`src/rtl/pdlc_pkg.sv`:
```
// ----------------------------------------------------------------------------
// pdlc_pkg
// Types and constants shared by the panel dimming level controller.
// ----------------------------------------------------------------------------
package pdlc_pkg;

   localparam int NUM_LEVELS = 25;
   localparam int SEL_PER_RUN = 4;

   localparam logic [4:0] BOOT_LEVEL = 5'd10;

   // ELVSS and ACL level bounds
   localparam logic [4:0] ELVSS_ACL_LOW_MAX = 5'd14;
   localparam logic [4:0] ELVSS_GRP0_MAX = 5'd4;
   localparam logic [4:0] ELVSS_GRP1_MAX = 5'd10;
   localparam logic [4:0] ELVSS_GRP2_MAX = 5'd14;
   localparam logic [4:0] ACL_OFF_MAX = 5'd1;
   localparam logic [4:0] ACL_FORTY_MAX = 5'd19;

   localparam logic [1:0] CSR_GAMMA_CURVE = 2'd0;
   localparam logic [1:0] CSR_ACL_EN = 2'd1;

   // lowest brightness of levels 1 to 24
   localparam logic [7:0] LEVEL_FLOOR [NUM_LEVELS-1] = '{
      8'd30, 8'd35, 8'd45, 8'd55, 8'd65, 8'd75, 8'd84, 8'd94,
      8'd104, 8'd114, 8'd123, 8'd133, 8'd143, 8'd153, 8'd163, 8'd172,
      8'd182, 8'd192, 8'd202, 8'd211, 8'd221, 8'd231, 8'd241, 8'd251
   };

   typedef enum logic [2:0] {
      KIND_GAMMA22 = 3'd0,
      KIND_GAMMA19 = 3'd1,
      KIND_ELVSS = 3'd2,
      KIND_ACL_ON = 3'd3,
      KIND_ACL_STEP = 3'd4
   } kind_type;

   typedef enum logic [1:0] {
      ACL_OFF = 2'd0,
      ACL_FORTY = 2'd1,
      ACL_FIFTY = 2'd2
   } acl_type;

   typedef struct packed {
      logic [7:0] brightness;
      logic force_update;
   } req_type;

   typedef struct packed {
      logic [2:0] table_kind;
      logic [4:0] table_index;
      logic last_of_run;
   } rsp_type;

   typedef struct packed {
      logic gamma_curve;
      logic acl_en;
   } cfg_type;

   typedef struct packed {
      kind_type kind;
      logic [4:0] index;
   } sel_type;

   typedef struct packed {
      logic [1:0] last_pos;
      sel_type [SEL_PER_RUN-1:0] sel;
   } desc_type;

   function automatic logic [4:0] quantize(input logic [7:0] b);
      logic [4:0] lvl;
      lvl = '0;
      for (int i = 0; i < NUM_LEVELS - 1; i++) begin
         if (b >= LEVEL_FLOOR[i]) begin
            lvl = 5'(i + 1);
         end
      end
      return lvl;
   endfunction

endpackage

```
`src/rtl/pdlc_front.sv`:
```
// ----------------------------------------------------------------------------
// pdlc_front
// Quantizes a brightness item, drops unforced repeats of the level and builds
// the run of table selections; keeps the applied level and the ACL step state.
// ----------------------------------------------------------------------------
module pdlc_front
   import pdlc_pkg::*;
(
   input  logic     clock,
   input  logic     reset,
   input  cfg_type  cfg,
   input  logic     req_fire,
   input  req_type  req_payload,
   output logic     push,
   output desc_type push_desc
);

   logic [4:0] applied_level_ff, applied_level_in;
   acl_type acl_state_ff, acl_state_in;

   always_comb begin
      logic [4:0] lvl;
      logic [2:0] n;
      logic [1:0] elvss;
      acl_type target;
      desc_type d;

      lvl = quantize(req_payload.brightness);
      d = '0;
      n = 3'd0;
      target = ACL_OFF;
      acl_state_in = acl_state_ff;

      d.sel[0].kind = cfg.gamma_curve ? KIND_GAMMA19 : KIND_GAMMA22;
      d.sel[0].index = lvl;

      if (cfg.acl_en) begin
         elvss = (lvl <= ELVSS_ACL_LOW_MAX) ? 2'd0 : 2'd1;
      end else if (lvl <= ELVSS_GRP0_MAX) begin
         elvss = 2'd0;
      end else if (lvl <= ELVSS_GRP1_MAX) begin
         elvss = 2'd1;
      end else if (lvl <= ELVSS_GRP2_MAX) begin
         elvss = 2'd2;
      end else begin
         elvss = 2'd3;
      end
      d.sel[1].kind = KIND_ELVSS;
      d.sel[1].index = 5'(elvss);
      n = 3'd2;

      if (cfg.acl_en) begin
         if (acl_state_ff == ACL_OFF) begin
            if (lvl <= ACL_OFF_MAX) begin
               d.sel[2].kind = KIND_ACL_STEP;
            end else begin
               d.sel[2].kind = KIND_ACL_ON;
            end
            d.sel[2].index = '0;
            n = 3'd3;
         end
         if (lvl <= ACL_OFF_MAX) begin
            target = ACL_OFF;
         end else if (lvl <= ACL_FORTY_MAX) begin
            target = ACL_FORTY;
         end else begin
            target = ACL_FIFTY;
         end
         if (acl_state_ff != target) begin
            d.sel[n[1:0]].kind = KIND_ACL_STEP;
            d.sel[n[1:0]].index = 5'(target);
            n = n + 3'd1;
         end
         acl_state_in = target;
      end else begin
         d.sel[2].kind = KIND_ACL_STEP;
         d.sel[2].index = 5'(ACL_OFF);
         n = 3'd3;
         acl_state_in = ACL_OFF;
      end

      d.last_pos = 2'(n - 3'd1);
      push_desc = d;
      push = req_fire && ((lvl != applied_level_ff) || req_payload.force_update);
      applied_level_in = lvl;
   end

   always_ff @(posedge clock) begin
      if (reset) begin
         applied_level_ff <= BOOT_LEVEL;
         acl_state_ff <= ACL_OFF;
      end else if (push) begin
         applied_level_ff <= applied_level_in;
         acl_state_ff <= acl_state_in;
      end
   end

endmodule

```
`src/rtl/pdlc_queue.sv`:
```
// ----------------------------------------------------------------------------
// pdlc_queue
// Two-entry queue of selection runs between the front and the back.
// ----------------------------------------------------------------------------
module pdlc_queue
   import pdlc_pkg::*;
(
   input  logic     clock,
   input  logic     reset,
   input  logic     push,
   input  desc_type push_desc,
   input  logic     pop,
   output logic     full,
   output logic     not_empty,
   output desc_type head_desc
);

   desc_type mem [2];
   logic wr_ptr_ff, wr_ptr_in;
   logic rd_ptr_ff, rd_ptr_in;
   logic [1:0] count_ff, count_in;

   assign full = (count_ff == 2'd2);
   assign not_empty = (count_ff != 2'd0);
   assign head_desc = mem[rd_ptr_ff];

   always_comb begin
      wr_ptr_in = push ? ~wr_ptr_ff : wr_ptr_ff;
      rd_ptr_in = pop ? ~rd_ptr_ff : rd_ptr_ff;
      count_in = count_ff + 2'(push) - 2'(pop);
   end

   always_ff @(posedge clock) begin
      if (push) begin
         mem[wr_ptr_ff] <= push_desc;
      end
   end

   always_ff @(posedge clock) begin
      if (reset) begin
         wr_ptr_ff <= 1'b0;
         rd_ptr_ff <= 1'b0;
         count_ff <= '0;
      end else begin
         wr_ptr_ff <= wr_ptr_in;
         rd_ptr_ff <= rd_ptr_in;
         count_ff <= count_in;
      end
   end

   a_no_overflow: assert property (@(posedge clock) disable iff (reset)
      full |-> !push)
      else $error("queue push while full");

   a_no_underflow: assert property (@(posedge clock) disable iff (reset)
      pop |-> not_empty)
      else $error("queue pop while empty");

   a_count_range: assert property (@(posedge clock) disable iff (reset)
      count_ff != 2'd3)
      else $error("queue count out of range");

endmodule

```
`src/rtl/pdlc_back.sv`:
```
// ----------------------------------------------------------------------------
// pdlc_back
// Takes runs from the queue and sends their selections one per cycle, while
// the receiver does not stall, through the result register.
// ----------------------------------------------------------------------------
module pdlc_back
   import pdlc_pkg::*;
(
   input  logic     clock,
   input  logic     reset,
   input  logic     q_not_empty,
   input  desc_type q_head_desc,
   output logic     pop,
   output logic     rsp_valid,
   input  logic     rsp_stall,
   output rsp_type  rsp_payload
);

   logic act_valid_ff, act_valid_in;
   desc_type act_desc_ff, act_desc_in;
   logic [1:0] act_pos_ff, act_pos_in;
   logic rsp_valid_ff, rsp_valid_in;
   rsp_type rsp_ff, rsp_in;

   logic load_out;
   logic is_last;

   assign rsp_valid = rsp_valid_ff;
   assign rsp_payload = rsp_ff;

   always_comb begin
      load_out = act_valid_ff && (!rsp_valid_ff || !rsp_stall);
      is_last = (act_pos_ff == act_desc_ff.last_pos);
      pop = q_not_empty && (!act_valid_ff || (load_out && is_last));

      rsp_in.table_kind = act_desc_ff.sel[act_pos_ff].kind;
      rsp_in.table_index = act_desc_ff.sel[act_pos_ff].index;
      rsp_in.last_of_run = is_last;

      if (load_out) begin
         rsp_valid_in = 1'b1;
      end else if (!rsp_stall) begin
         rsp_valid_in = 1'b0;
      end else begin
         rsp_valid_in = rsp_valid_ff;
      end

      act_valid_in = act_valid_ff;
      act_desc_in = act_desc_ff;
      act_pos_in = act_pos_ff;
      if (pop) begin
         act_valid_in = 1'b1;
         act_desc_in = q_head_desc;
         act_pos_in = '0;
      end else if (load_out) begin
         act_pos_in = act_pos_ff + 2'd1;
         if (is_last) begin
            act_valid_in = 1'b0;
         end
      end
   end

   always_ff @(posedge clock) begin
      act_desc_ff <= act_desc_in;
      act_pos_ff <= act_pos_in;
      if (load_out) begin
         rsp_ff <= rsp_in;
      end
   end

   always_ff @(posedge clock) begin
      if (reset) begin
         act_valid_ff <= 1'b0;
         rsp_valid_ff <= 1'b0;
      end else begin
         act_valid_ff <= act_valid_in;
         rsp_valid_ff <= rsp_valid_in;
      end
   end

endmodule

```
`src/rtl/panel_dimming_level_controller.sv`:
```
// ----------------------------------------------------------------------------
// panel_dimming_level_controller
// Maps brightness items onto dimming levels and emits runs of panel
// command-table selections.
//
// req channel: one item per brightness request; accepted on req_valid with
// req_stall low. req_stall rises only while the two-entry run queue is full.
// rsp channel: each non-dropped item yields a run of 2 to 4 selections, the
// final one flagged with last_of_run. An item with unchanged level and no
// force yields no selections.
// Throughput: one selection per cycle at the result register while the
// receiver does not stall; items are taken in consecutive cycles while the
// queue has room.
// Receiver stall holds the result register; the queue absorbs up to two runs
// before req_stall rises.
// Reset: applied level 10, ACL state off, both configuration registers 0.
// User must write configuration via csr_* only while block is idle; unchecked.
// ----------------------------------------------------------------------------
module panel_dimming_level_controller
   import pdlc_pkg::*;
(
   input  logic       clock,
   input  logic       reset,
   input  logic       req_valid,
   output logic       req_stall,
   input  req_type    req_payload,
   output logic       rsp_valid,
   input  logic       rsp_stall,
   output rsp_type    rsp_payload,
   input  logic       csr_wr_en,
   input  logic [1:0] csr_index,
   input  logic       csr_wr_data
);

   cfg_type cfg_ff, cfg_in;
   logic req_fire;
   logic push;
   desc_type push_desc;
   logic pop;
   logic q_full;
   logic q_not_empty;
   desc_type q_head_desc;

   always_comb begin
      cfg_in = cfg_ff;
      if (csr_wr_en) begin
         unique case (csr_index)
            CSR_GAMMA_CURVE: cfg_in.gamma_curve = csr_wr_data;
            CSR_ACL_EN:      cfg_in.acl_en = csr_wr_data;
            default: ;
         endcase
      end
   end

   always_ff @(posedge clock) begin
      if (reset) begin
         cfg_ff <= '0;
      end else begin
         cfg_ff <= cfg_in;
      end
   end

   assign req_stall = q_full;
   assign req_fire = req_valid && !req_stall;

   pdlc_front u_front (
      .clock       (clock),
      .reset       (reset),
      .cfg         (cfg_ff),
      .req_fire    (req_fire),
      .req_payload (req_payload),
      .push        (push),
      .push_desc   (push_desc)
   );

   pdlc_queue u_queue (
      .clock     (clock),
      .reset     (reset),
      .push      (push),
      .push_desc (push_desc),
      .pop       (pop),
      .full      (q_full),
      .not_empty (q_not_empty),
      .head_desc (q_head_desc)
   );

   pdlc_back u_back (
      .clock       (clock),
      .reset       (reset),
      .q_not_empty (q_not_empty),
      .q_head_desc (q_head_desc),
      .pop         (pop),
      .rsp_valid   (rsp_valid),
      .rsp_stall   (rsp_stall),
      .rsp_payload (rsp_payload)
   );

endmodule

```
`config.mk`:
```
export PLATFORM = sky130hd
export DESIGN_NAME = panel_dimming_level_controller
export DESIGN_NICKNAME = d
export VERILOG_FILES = /design/src/rtl/pdlc_pkg.sv /design/src/rtl/pdlc_front.sv /design/src/rtl/pdlc_queue.sv /design/src/rtl/pdlc_back.sv /design/src/rtl/panel_dimming_level_controller.sv
export SDC_FILE = /design/constraint.sdc
export NUM_CORES = 1
export LEC_CHECK = 0
export BUFFER_PORTS_ARGS = -buffer_cell sky130_fd_sc_hd__buf_2
export CAP_MARGIN = 5
export CORE_ASPECT_RATIO = 0.5
export CORE_UTILIZATION = 30
export CTS_CLUSTER_SIZE = 25
export DETAILED_ROUTE_END_ITERATION = 16
export PLACE_DENSITY_LB_ADDON = 0.25
export SKIP_LAST_GASP = 1
export SLEW_MARGIN = 30
export SYNTH_ARGS = -nofsm -noshare
export SYNTH_HDL_FRONTEND = slang
export SYNTH_SLANG_ARGS = --single-unit
```
`constraint.sdc`:
```
create_clock -name clock -period 3.7 [get_ports clock]
set_input_delay 0.555 -clock clock [delete_from_list [all_inputs] [get_ports clock]]
set_output_delay 0.555 -clock clock [all_outputs]
set_load 0.01 [all_outputs]
```
==> out/summary.txt, run 1 <==
status: complete, no violations
final period utilization: 82.9%
leakage: 0.00153 uW
non-filler cells, final: 511
worst setup margin: 0.631 ns
number of port buffers: 27
top cells by area, synth: edfxtp_1 (48%), dfxtp_1 (9.0%), mux2_2 (5.4%)
Post-Syn Nets: 343
critical path depth in cells: 12
Final Util: 35.7%
EDFF count, synth: 60
Worst Max-Slew Pin Slew: 0.831 ns
sequential area share after synthesis: 56.6%
Final Cell Area: 0.00431 sq mm
clock skew: 0.00502 ns
Die Area: 0.0131 sq mm
area grow syn2layout: 13.7%
final hold vios: 0
Clock Root Buffer: clkbuf_16
pwr dens: 641 mW/mm^2
initial antenna violation count: 0
largest net degree at the start of global routing: 27
crit path DAT: 3.27 ns
DRC Markers: 0
met1 Resource Use GR: 17.4%
placed inst area: 0.00404 sq mm
most common cell after layout, fill and taps aside: edfxtp_1
Antenna Violating Nets Remaining: 0
post-DP HPWL: 5380 microns
Clock Latency Late Sink: 0.32 ns
Synth warnings: 0
number of core rows: 28
Placed Cells: 495
NumNets Final: 362
Setup Viol. Count Final: 0
drt pass-1 iters: 4
first-pass GRT wire length: 12700 microns
fin crit period: 3.07 ns
die extent in x: 161 microns
number of DRC markers in iteration 0: 139
H-tree Lvls: 3
Fill cells: 1206
Post-Syn Area: 0.00379 sq mm
CP peak stage delay: 0.41 ns
Worst setup SP type: input port
worst setup path class: input port to flop
Place WS: 0.297 ns
#FFs+latches synth: 77
headroom to the max-slew limit: 44.5%
Post-synth top flop: edfxtp_1
RSZ-0062 raised after global routing: false
TritonCTS clock tree: built
Starting Density: 31.4%
required time of the critical path: 3.90 ns
Hold Crit Depth: 0
crit path max fanout: 26
crit-path cells: buf_2 > nand4_1 > and3_1 > o311ai_1 > mux2_2 > o2111a_1 > a41o_1 > inv_1 > ha_1 > xnor2_1 > xnor2_1 > nor2_1
Async SR Flop Fraction: 0%
PostCTS Resize Cnt: 0
GRT Resource Usage Total: 12.6%
clock sinks: 77
via count: 2534
Reg clk slew, reported paths: 0.06 ns
proportion of layout cells with a drive suffix above 1: 22.0%
# diodes: 0
Final GP Congestion: 0.841
Yosys cell types: 59
total grt overflow: 0
Via density: 4.96
WL per Instance: 14.9 microns
post-synth top area cell: edfxtp_1
Cells after Synth: 322
Min-Delay Path Class: flop to flop
Max Slew Vio Count: 0
commonest cells after routing, fill and taps aside: edfxtp_1 (60), nor2_1 (32), buf_2 (27), mux2_2 (18), dfxtp_1 (17)
Hold Buf Count CTS: 0
worst path bufs/invs: 2
CORE AREA: 0.0121 sq mm
Post-CTS Setup Bufs: 0
Max stage delay cell, worst path: a41o_1
Die H: 81.5 microns
Yosys top cell area share: 47.6%
achievable frequency: 326 MHz
family with the most delay on the worst path: compound AO/OA/AOI/OAI gates
number of global-route vias before repair: 2439
Mapped Avg Cell Area: 11.8 sq um
final setup TNS: 0 ns
Worst VDD drop: 0.234 mV
Setup crit end kind: flop
met2 usage: 19.5%
maxcap violations: 0
Clock Path Buffers: 2
layer with the highest usage: met2
worst reg2reg path depth: 11
Total Wirelength: 7620 microns
met3 usage: 3.13%
Most common cell on crit path: xnor2_1
# IOs: 28
TritonCTS buffer count: 9
==> registers in the layout, summed over array words and instances (netlist names), 2 cells and up <==
signal	cells
u_queue.mem	34
u_back.act_desc_ff	17
u_back.rsp_payload	9
u_front.applied_level_ff	5
cfg_ff	2
u_back.act_pos_ff	2
u_front.acl_state_ff	2
u_queue.count_ff	2
==> Yosys cell counts, drive strengths merged, types with 3 or more instances <==
| cell type | instances |
|---|---|
| edfxtp | 60 |
| nor2 | 32 |
| mux2 | 18 |
| dfxtp | 17 |
| nand2 | 16 |
| a21oi | 15 |
| buf | 15 |
| inv | 14 |
| o21ai | 11 |
| mux2i | 10 |
| and2 | 8 |
| nor2b | 8 |
| nor3 | 8 |
| xnor2 | 8 |
| clkbuf | 7 |
| nand3 | 7 |
| a31oi | 4 |
| and3 | 4 |
| ha | 4 |
| nor3b | 4 |
| o211ai | 4 |
| o311ai | 4 |
| a211o | 3 |
| a211oi | 3 |
| a22oi | 3 |
| nand4 | 3 |
| or2 | 3 |
| xor2 | 3 |
==> stage by stage <==
| step | power [uW] | hold slack, ns |
|---|---|---|
| floorplan | 1810 | 0.425 |
| global placement | 1980 | 0.440 |
| detailed placement | 2010 | 0.448 |
| CTS | 2800 | 0.462 |
| global route | 2920 | 0.478 |
| finish | 2760 | 0.456 |
==> layout make-up <==
class	instances	area (sq um)	share of cell area, %
clock buffer	11	243	5.63
inverter	14	52.6	1.22
sequential	77	2140	49.7
tap	165	206	4.79
clock inverter	5	26.3	0.610
multi-input combinational	209	1480	34.4
timing repair buffer	30	158	3.66
==> cell families (layout without fill, tap and decap cells) <==
logic type	after synthesis	count (layout)	share of synthesized area [%]
AOI/OAI and AO/OA	65	65	12.3
buffers and inverters	36	60	4.46
muxes	30	30	9.18
DFF	77	77	56.6
xor gates and xnor gates	11	11	2.54
adders and majority gates	4	4	1.32
and+or+nand+nor	99	99	13.6
==> worst register-to-register path: cells and delay by family, from the launching register on <==
family          cells  cell delay, ns
flops               1            0.54
simple gates        3            0.38
xor+xnor            3            0.40
fa+ha+maj           2            0.44
buf+inv             2            0.34
compound gates      1            0.14
==> final timing paths <==
check / from / end / slack, ns
worst min-delay path: cfg_ff[1] / u_queue.mem[0][5] / 0.46
worst max-delay path: req_payload[4] / u_queue.count_ff[1] / 0.63
worst min register to register: cfg_ff[1] / u_queue.mem[0][5] / 0.46
worst max register to register: u_back.act_pos_ff[0] / u_queue.count_ff[1] / 1.34
==> routing by layer <==
layer | share of wire (%) | vias up
met5 | 0 | -
met4 | 1.3 | 0
met3 | 4.5 | 7
met2 | 44 | 60
met1 | 51 | 1226
li1 | - | 1241
==> report_power, final <==
group | leakage, uW | internal [uW] | total [uW] | switching [uW]
Sequential | 0.000697 | 1230 | 1330 | 105
Clock | 0.000133 | 466 | 779 | 313
Combinational | 0.000706 | 286 | 649 | 363
Total | 0.00153 | 1980 | 2760 | 781
Note: power is estimated with default switching activity, not from simulation.
==> run 2: changes to the inputs <==
- clock period: 3.7 -> 2.7 ns (I/O delays scaled with it)
==> out/summary.txt, run 2 (synthesis results as in run 1) <==
status: complete, no violations (unchanged)
commonest cells after routing, fill and taps aside: edfxtp_1 (60), buf_4 (55), nor2_1 (30), buf_2 (27), mux2_2 (18) (was edfxtp_1 (60), nor2_1 (32), buf_2 (27), mux2_2 (18), dfxtp_1 (17))
initial antenna violation count: 0 (unchanged)
post-DP HPWL: 6020 microns (was 5380 microns)
met1 Resource Use GR: 16.8% (was 17.4%)
TritonCTS clock tree: built (unchanged)
GRT Resource Usage Total: 13.1% (was 12.6%)
Clock Root Buffer: clkbuf_16 (unchanged)
DRC Markers: 0 (unchanged)
number of global-route vias before repair: 2717 (was 2439)
WL per Instance: 14.2 microns (was 14.9 microns)
Setup crit end kind: flop (unchanged)
Combinational Power Share: 25.2% (was 23.5%)
achievable frequency: 388 MHz
headroom to the max-slew limit: 47.5% (was 44.5%)
RSZ-0062 raised after global routing: true (was false)
TritonCTS buffer count: 9 (unchanged)
placed inst area: 0.00447 sq mm (was 0.00404 sq mm)
Place WS: -0.199 ns (was 0.297 ns)
drt pass-1 iters: 4 (unchanged)
Total Wirelength: 8050 microns (was 7620 microns)
Min-Delay Path Class: input port to flop (was flop to flop)
total grt overflow: 0 (unchanged)
number of DRC markers in iteration 0: 82 (was 139)
required time of the critical path: 2.91 ns (was 3.90 ns)
proportion of layout cells with a drive suffix above 1: 33.0% (was 22.0%)
first-pass GRT wire length: 13300 microns (was 12700 microns)
pwr dens: 831 mW/mm^2 (was 641 mW/mm^2)
worst setup margin: 0.124 ns (was 0.631 ns)
Die H: 81.5 microns (unchanged)
Flop pwr share: 45.7% (was 48.2%)
max reg flops: 34 (unchanged)
Top reg by flops: u_queue.mem (unchanged)
PostCTS Resize Cnt: 0 (unchanged)
met3 usage: 2.83% (was 3.13%)
final setup TNS: 0 ns (unchanged)
area grow syn2layout: 26.0% (was 13.7%)
Antenna Violating Nets Remaining: 0 (unchanged)
Setup Viol. Count Final: 0 (unchanged)
Internal: 2870 uW (was 1980 uW)
Final GP Congestion: 0.889 (was 0.841)
via count: 2650 (was 2534)
Clock Path Buffers: 2 (unchanged)
# diodes: 0 (unchanged)
die extent in x: 161 microns (unchanged)
final hold vios: 0 (unchanged)
Worst Max-Slew Pin Slew: 0.787 ns (was 0.831 ns)
clock sinks: 77 (unchanged)
Worst VDD drop: 0.334 mV (was 0.234 mV)
Max Slew Vio Count: 0 (unchanged)
most common cell after layout, fill and taps aside: edfxtp_1 (unchanged)
Tot Pwr: 3970 uW (was 2760 uW)
maxcap violations: 0 (unchanged)
# IOs: 28 (unchanged)
Reg clk slew, reported paths: 0.06 ns (about the same)
leakage: 0.00181 uW (was 0.00153 uW)
final period utilization: 95.4%
Worst setup SP type: input port (unchanged)
crit path DAT: 2.79 ns (was 3.27 ns)
Via density: 4.69 (was 4.96)
clock power share: 29.1% (was 28.2%)
largest net degree at the start of global routing: 21 (was 27)
Psw: 1100 uW (was 781 uW)
Die Area: 0.0131 sq mm (unchanged)
crit path max fanout: 12 (was 26)
Starting Density: 31.4% (unchanged)
layer with the highest usage: met2 (unchanged)
met2 usage: 22.1% (was 19.5%)
switching part of the total: 27.6% (was 28.3%)
worst setup path class: input port to flop (unchanged)
number of core rows: 28 (unchanged)
Clock Latency Late Sink: 0.32 ns (about the same)
fin crit period: 2.58 ns
Final Cell Area: 0.00477 sq mm (was 0.00431 sq mm)
CORE AREA: 0.0121 sq mm (unchanged)
Post-CTS Setup Bufs: 0 (unchanged)
number of port buffers: 27 (unchanged)
Hold Buf Count CTS: 0 (unchanged)
NumNets Final: 416 (was 362)
clock skew: 0.00618 ns (was 0.00502 ns)
H-tree Lvls: 3 (unchanged)
run 2: area by class of cell:
cell class / count / area (sq um)
clock buffers: 10 / 229
clock inverters: 6 / 62.6
fillers: 1189 / 7280
inverters: 14 / 52.6
multi-input cells: 209 / 1490
flip-flops and latches: 77 / 2140
well taps: 165 / 206
repair buffers: 84 / 588
run 2: through the flow:
step / hold slack, ns / instances / utilization (%)
floorplan: 0.425 / 322 / -
global route: 0.347 / 565 / 39.6
global placement: 0.479 / 549 / 37.1
CTS: 0.324 / 565 / 39.5
finish: 0.331 / 565 / 39.6
detailed placement: 0.496 / 549 / 37.1
run 2: worst paths after layout:
check                                                 start                  end  slack, ns  cells past startpoint
worst min register to register                    cfg_ff[1]    u_queue.mem[1][5]       0.50                      0
worst min-delay path                              rsp_stall     u_back.rsp_valid       0.33                      3
worst max register to register  u_front.applied_level_ff[3]   u_queue.mem[1][23]       0.56                      9
worst max-delay path                         req_payload[2]  u_queue.count_ff[1]       0.12                     12
run 2: worst max-delay path, stage by stage:
cell,delay [ns]
buf_2,0.17
a31o_2,0.26
a222oi_1,0.55
a2bb2oi_1,0.23
o22a_1,0.16
o2111a_1,0.18
a41o_1,0.22
inv_1,0.06
ha_1,0.20
xnor2_1,0.16
xnor2_1,0.14
nor2_1,0.05
run 2: power groups by stage:
stage          clock network, uW  registers [uW]  logic [uW]
2_1_floorplan                  0            1810         675
3_3_place_gp                   0            1830         992
3_5_place_dp                   0            1840        1010
4_1_cts                     1190            1820        1020
5_1_grt                     1230            1840        1110
6_report                    1160            1810        1000
run 2: metal layers:
| layer | wire, microns | part of all wire [%] |
|---|---|---|
| met1 | 4080 | 51 |
| met2 | 3630 | 45 |
| met3 | 227 | 2.8 |
| met4 | 103 | 1.3 |
| met5 | 0 | 0 |
